$ cat config.mk
export PLATFORM = sky130hd
export DESIGN_NAME = sptcr_queue
export DESIGN_NICKNAME = d
export VERILOG_FILES = /design/src/rtl/sptcr_pkg.sv /design/src/rtl/sptcr_queue.sv
export SDC_FILE = /design/constraint.sdc
export NUM_CORES = 1
export LEC_CHECK = 0
export ABC_AREA = 1
export BUFFER_PORTS_ARGS = -buffer_cell sky130_fd_sc_hd__buf_2
export CAP_MARGIN = 40
export CORE_MARGIN = 3
export CORE_UTILIZATION = 41
export CTS_CLUSTER_DIAMETER = 100
export CTS_CLUSTER_SIZE = 10
export DETAILED_ROUTE_END_ITERATION = 6
export GPL_TIMING_DRIVEN = 0
export PLACE_DENSITY = 0.65
export SYNTH_ARGS = -nofsm -noshare
export SYNTH_HDL_FRONTEND = slang
export SYNTH_SLANG_ARGS = --single-unit
$ cat constraint.sdc
create_clock -name clk_i -period 6.2 [get_ports clk_i]
set_clock_uncertainty 0.1 [all_clocks]
set_input_delay 0.62 -clock clk_i [delete_from_list [all_inputs] [get_ports clk_i]]
set_output_delay 0.62 -clock clk_i [all_outputs]
set_load 0.01 [all_outputs]
$ cat src/rtl/sptcr_pkg.sv
// Package: shared types, constants and elaboration-time helpers for the circle snap block.
`timescale 1ns / 1ps
package sptcr_pkg;

  localparam int CoordW         = 32;
  localparam int RegW           = 31;
  localparam int CfgIdxW        = 2;
  localparam int GuardBits      = 16;
  localparam int VecW           = 51;
  localparam int CordicMax      = 32;
  localparam int QueueDepth     = 2;
  localparam int CoordWidthDef  = 32;
  localparam int CordicStagesDef = 24;

  typedef enum logic [1:0] {
    STATUS_PASS    = 2'd0,
    STATUS_INNER   = 2'd1,
    STATUS_OUTER   = 2'd2,
    STATUS_NOMATCH = 2'd3
  } snap_status_e;

  typedef enum logic [CfgIdxW-1:0] {
    CFG_INNER_RADIUS    = 2'd0,
    CFG_OUTER_RADIUS    = 2'd1,
    CFG_MATCH_TOLERANCE = 2'd2
  } cfg_index_e;

  typedef struct packed {
    logic                     is_curved;
    logic signed [CoordW-1:0] x_in;
    logic signed [CoordW-1:0] y_in;
  } req_t;

  typedef struct packed {
    logic signed [CoordW-1:0] x_out;
    logic signed [CoordW-1:0] y_out;
    snap_status_e             snap_status;
  } rsp_t;

  typedef struct packed {
    logic [RegW-1:0] inner_radius;
    logic [RegW-1:0] outer_radius;
    logic [RegW-1:0] match_tolerance;
  } cfg_t;

  // Classified node handed from the front to the back.
  typedef struct packed {
    snap_status_e             status;
    logic [RegW-1:0]          radius;
    logic signed [CoordW-1:0] x;
    logic signed [CoordW-1:0] y;
  } job_t;

  typedef struct packed {
    logic empty;
    logic full;
  } queue_status_t;

  typedef struct packed {
    snap_status_e             status;
    logic                     flip;
    logic                     origin;
    logic [RegW-1:0]          radius;
    logic signed [CoordW-1:0] x;
    logic signed [CoordW-1:0] y;
    logic [CordicMax-1:0]     dir;
  } back_meta_t;

  function automatic logic [63:0] isqrt_c(logic [63:0] n);
    logic [63:0] res;
    logic [63:0] bitv;
    logic [63:0] nn;
    res  = '0;
    bitv = 64'd1 << 62;
    nn   = n;
    for (int i = 0; i < 32; i++) begin
      if (nn >= res + bitv) begin
        nn  = nn - (res + bitv);
        res = (res >> 1) + bitv;
      end else begin
        res = res >> 1;
      end
      bitv = bitv >> 2;
    end
    return res;
  endfunction

  // Inverse CORDIC gain in Q30, rounded; long division by shift and subtract.
  function automatic logic [63:0] gain_inv_q30(int stages);
    logic [63:0] p;
    logic [63:0] k;
    logic [63:0] num;
    logic [63:0] q;
    logic [64:0] rem;
    p = 64'd1 << 60;
    for (int i = 0; i < stages; i++) begin
      p = p + (p >> (2 * i));
    end
    k = isqrt_c(p);
    if (k == 64'd0) begin
      k = 64'd1;
    end
    num = (64'd1 << 60) + (k >> 1);
    q   = '0;
    rem = '0;
    for (int b = 63; b >= 0; b--) begin
      rem = {rem[63:0], num[b]};
      if (rem >= {1'b0, k}) begin
        rem  = rem - {1'b0, k};
        q[b] = 1'b1;
      end
    end
    return q;
  endfunction

endpackage

$ cat src/rtl/sptcr_queue.sv
// Queue: short FIFO between the classifying front and the CORDIC back.
`timescale 1ns / 1ps
module sptcr_queue (
  input  logic                     clk_i,
  input  logic                     rst_ni,
  input  logic                     push_i,
  input  sptcr_pkg::job_t          job_i,
  input  logic                     pop_i,
  output sptcr_pkg::job_t          job_o,
  output sptcr_pkg::queue_status_t status_o
);

  localparam int PtrW = (sptcr_pkg::QueueDepth > 1) ? $clog2(sptcr_pkg::QueueDepth) : 1;
  localparam int CntW = $clog2(sptcr_pkg::QueueDepth + 1);

  sptcr_pkg::job_t  mem_q [0:sptcr_pkg::QueueDepth-1];
  logic [PtrW-1:0]  wr_ptr_q, rd_ptr_q;
  logic [CntW-1:0]  cnt_q;
  logic             do_push, do_pop;

  assign status_o.empty = (cnt_q == '0);
  assign status_o.full  = (cnt_q == CntW'(sptcr_pkg::QueueDepth));
  assign do_push = push_i && !status_o.full;
  assign do_pop  = pop_i && !status_o.empty;
  assign job_o   = mem_q[rd_ptr_q];

  always_ff @(posedge clk_i) begin
    if (do_push) begin
      mem_q[wr_ptr_q] <= job_i;
    end
  end

  always_ff @(posedge clk_i or negedge rst_ni) begin
    if (!rst_ni) begin
      wr_ptr_q <= '0;
      rd_ptr_q <= '0;
      cnt_q    <= '0;
    end else begin
      if (do_push) begin
        wr_ptr_q <= (wr_ptr_q == PtrW'(sptcr_pkg::QueueDepth - 1)) ? '0 : wr_ptr_q + 1'b1;
      end
      if (do_pop) begin
        rd_ptr_q <= (rd_ptr_q == PtrW'(sptcr_pkg::QueueDepth - 1)) ? '0 : rd_ptr_q + 1'b1;
      end
      cnt_q <= cnt_q + CntW'(do_push) - CntW'(do_pop);
    end
  end

endmodule

* Word-level counts from Yosys, hierarchy flattened
Memories as Yosys holds them, arrays and structs flattened.
Index checks and enable logic that the tools add are counted.
** Storage, ports and cells
- Bits in registers :: 4
- RAM bits :: 194
- Input bits :: 101
- Output and inout bits :: 99
- Logic and storage cells :: 18
- Memories kept :: 1
** Cells by class
- $add $sub $neg :: 4
- Eq/ne operators :: 1
- Mux-type cells :: 4
- Reductions and logical operators :: 5
** Memory list
- mem_q :: depth 2, bits a word 97, read ports 1, clocked after Yosys merged registers in 0, wr ports 1, RTL line sptcr_queue.sv:16 : sptcr_pkg::job_t mem_q [0:sptcr_pkg::QueueDepth-1];
** Operators with widths (count)
- $mux W1 :: 4
- $add A1 B1 Y1 const B :: 2
- $add A2 B1 Y2 :: 1
- $eq A2 B2 Y1 const B :: 1
- $logic_and A1 B1 Y1 :: 2
- $logic_not A1 Y1 :: 2
- $logic_not A2 Y1 :: 1
- $sub A2 B1 Y2 :: 1

* Depth between registers and ports, before layout
- Depth after elaboration :: 5
- Gate-level depth with buffers :: 10
- Mapped depth without buffers :: 10

* Worst setup path after synthesis
No wires, ideal clock.
- Path kind :: input to register
- From :: input push_i
- To :: memory mem_q[1][0] in the netlist's numbering, enable pin
- Setup time :: 0.553 ns
- Data arrival time :: 4.742 ns
- Required time :: 5.547 ns
- Path slack :: 0.805 ns
- Stages :: 2
- Buffers on the path :: 0
- Path through :: nand2_1 nor2_1
** Between the ends
- Cells in the longest elaborated chain, start to end :: 3
** Ends and longest elaborated chain
- start: declaration :: RTL line sptcr_queue.sv:6 : input logic push_i,
- $logic_and A1 B1 Y1 :: RTL line sptcr_queue.sv:23 : assign do_push = push_i && !status_o.full;
- $mux W1 :: RTL line sptcr_queue.sv:28 : if (do_push) begin
- $mux W1 (not written as such) :: RTL line sptcr_queue.sv:29 : mem_q[wr_ptr_q] <= job_i;
- end: declaration :: RTL line sptcr_queue.sv:16
Every way passes these cells.

==> impl_results.md <==
- Status: finished clean
- RePlAce Congestion: a little over 0.7
- CTS Buffer Depth: 2
- CTS tree: done
- Crit. End Element: primary output
- Initial antenna violation count: 3
- Layout Nets: 867
- Arr. time, crit path: 1.68 ns
- H-tree Lvls: 4
- #FFs+latches synth: between 150 and 200
- Die Height: about 140 um
- Critical path required time: 5.48 ns
- P per Cell Area: approximately 480 mW/mm^2
- Worst-Skew Late Latency: 0.41 ns
- Worst hold slack: between 0.2 and 0.3 ns
- I/O Buffers: 199
- Leak: 4.07 nW
- Max_cap viols: 0
- HP Class: input port to flip-flop
- Leading area contributor after synthesis: edfxtp_1
- RSZ-0062 raised after global routing: no
- Top post-synthesis cells by area: edfxtp_1 (80%), nand2_1 (16%), dfrtp_1 (1.4%)
- Count of final setup violators: 0
- Post-Syn Area: roughly 0.0073 sq mm
- Ys async rst share: 0.0202
- First-pass DRT Iterations: 4
- Fin. max-slew vios: 0
- Cts repair resizes: 0
- WL per Instance: 15.0 um
- Hold Vio Cnt, Final: 0
- Worst Tran Pin Value: 0.848 ns
- CTS sink cnt: 198
- Sum of negative setup slack: 0 ns
- Vias in the first global route: 4,794
- Core area: between 0.015 and 0.02 sq mm
- Post-synth top area share: 0.799
- # fillers: approximately 1,500
- Row cnt: 48
- Worst-case vdd ir drop: 0.231 mV
- Drc violations: 0
- Post-Synthesis Cells: between 500 and 600
- Yosys warns: 0
- Crit-path max FO: 10
- Synth unique cells: 11
- Clock slew at reported path FFs: 0.07 ns
- Main flop type after synthesis: edfxtp_1
- Finished Layout Cells: 1,003
- Sequential area share after synthesis: 0.813
- Global-route wire length before repair: 23.7 mm
- Area grow syn2layout: 27.6%
- Crit path time final: between 2 and 2.5 ns
- Root Driver: clkbuf_16
- Count leader, synth: nand2_1
- IO Count: 200
- Commonest cells post-synth: nand2_1 (304), edfxtp_1 (194), buf_2 (14)
- DR vias/cell: roughly 4.6
- Synth Net Count: roughly 640
- Vias: 4,586
- Max transition margin: 0.435
- Share of cells above drive strength 1: 0.332
- Post-layout util: 0.536
- Placed cells: slightly below 1,000
- GRT Resource Usage Total: 0.155
- Cts bufs inserted: 17
- Avg Inst Size Synth: 13.5 sq um
- Post-route ant nets: 0
- EDFF count, synth: 194
- Largest net degree at the start of global routing: 63
- Die X: roughly 140 um
- Total gr overflow: 0
- Critical setup path kind: flip-flop to primary output
- Hold buffers post-CTS: 1
- Highest Clock Rate: 417 MHz
- Drt first-iter violations: 223
- Die area: 0.0194 sq mm
- Routed WL: 15.1 mm
- Setup Buffers After CTS: 0
- R2R Setup Slk: 4.10 ns
- Initial core utilization: 0.420
- Critical path launch point type: flip-flop
- DP HPWL: 10.5 mm
- Final Cycle Share: 0.387
per-layer routing:
metal / vias to the layer above / GRT usage / wire, um
met2: 168 / 0.267 / 7470
li1: 2261 / - / -
met1: 2135 / 0.184 / 6160
met5: - / 0 / 27
met4: 4 / 0.0422 / 191
met3: 18 / 0.0574 / 1230
registers in the layout (all words and copies together), names as in the netlist:
name and cells:
mem_q 194, cnt_q 2, rd_ptr_q 1, wr_ptr_q 1
cells by family after synthesis:
group / share of synthesized area
adders and majority gates: 0.00343
buffers and inverters: 0.0244
DFF: 0.813
and+or+nand+nor: 0.159
layout make-up:
type | count | area (sq um) | share of cell area
Multi-Input combinational cell | 310 | 1190 | 0.128
Antenna cell | 1 | 2.50 | 0.000269
Inverter | 11 | 46.3 | 0.00498
Sequential cell | 198 | 5930 | 0.637
Tap cell | 225 | 282 | 0.0303
Clock inverter | 14 | 171 | 0.0184
Timing Repair Buffer | 205 | 1110 | 0.120
Buffer | 21 | 134 | 0.0144
Clock buffer | 18 | 429 | 0.0462
per-stage QoR:
stage               total power [mW]  setup slack (ns)  instance area (sq um)
finish                          4.47              3.80                   9300
CTS                             4.54              3.73                   9290
global placement                3.39             -1.64                   8570
detailed placement              3.42              3.89                   8680
global route                    4.75              3.64                   9300
floorplan                       2.77             0.805                   7290
worst max-delay path, stage by stage, from the launching register on:
cell	delay (ns)
dfrtp_1	0.37
buf_4	0.19
inv_4	0.13
buf_6	0.17
buf_6	0.15
nand2_1	0.06
nand2_1	0.07
buf_2	0.13
worst paths after layout:
| path | startpoint | endpoint | cells after the start |
|---|---|---|---|
| setup / recovery | rd_ptr_q | job_o[76] | 7 |
| max in group asynchronous | rst_ni | rd_ptr_q | 2 |
| setup reg to reg | cnt_q[1] | mem_q[0][10] | 4 |
| hold / removal | job_i[80] | mem_q[0][80] | 1 |
| hold reg to reg | wr_ptr_q | wr_ptr_q | 2 |
| min in group asynchronous | rst_ni | cnt_q[0] | 2 |
power breakdown:
part | internal [mW] | leakage (nW) | switching (mW)
Combinational | 0.511 | 1.92 | 0.960
Clock | 0.640 | 0.294 | 0.465
Sequential | 1.82 | 1.85 | 0.0668
Total | 2.97 | 4.07 | 1.49
layout by cell type, fill, tap and decap left out, drive strengths merged, types with 2 or more instances in the layout:
cell type  netlist  layout
dfrtp            4       4
bufinv           0       3
clkinv           0       6
buf             21     225
edfxtp         194     194
clkbuf           0      18
nand2          304     304
nand3            3       3
inv             11      15
ha               2       2
Note: power is estimated with default switching activity, not from simulation.
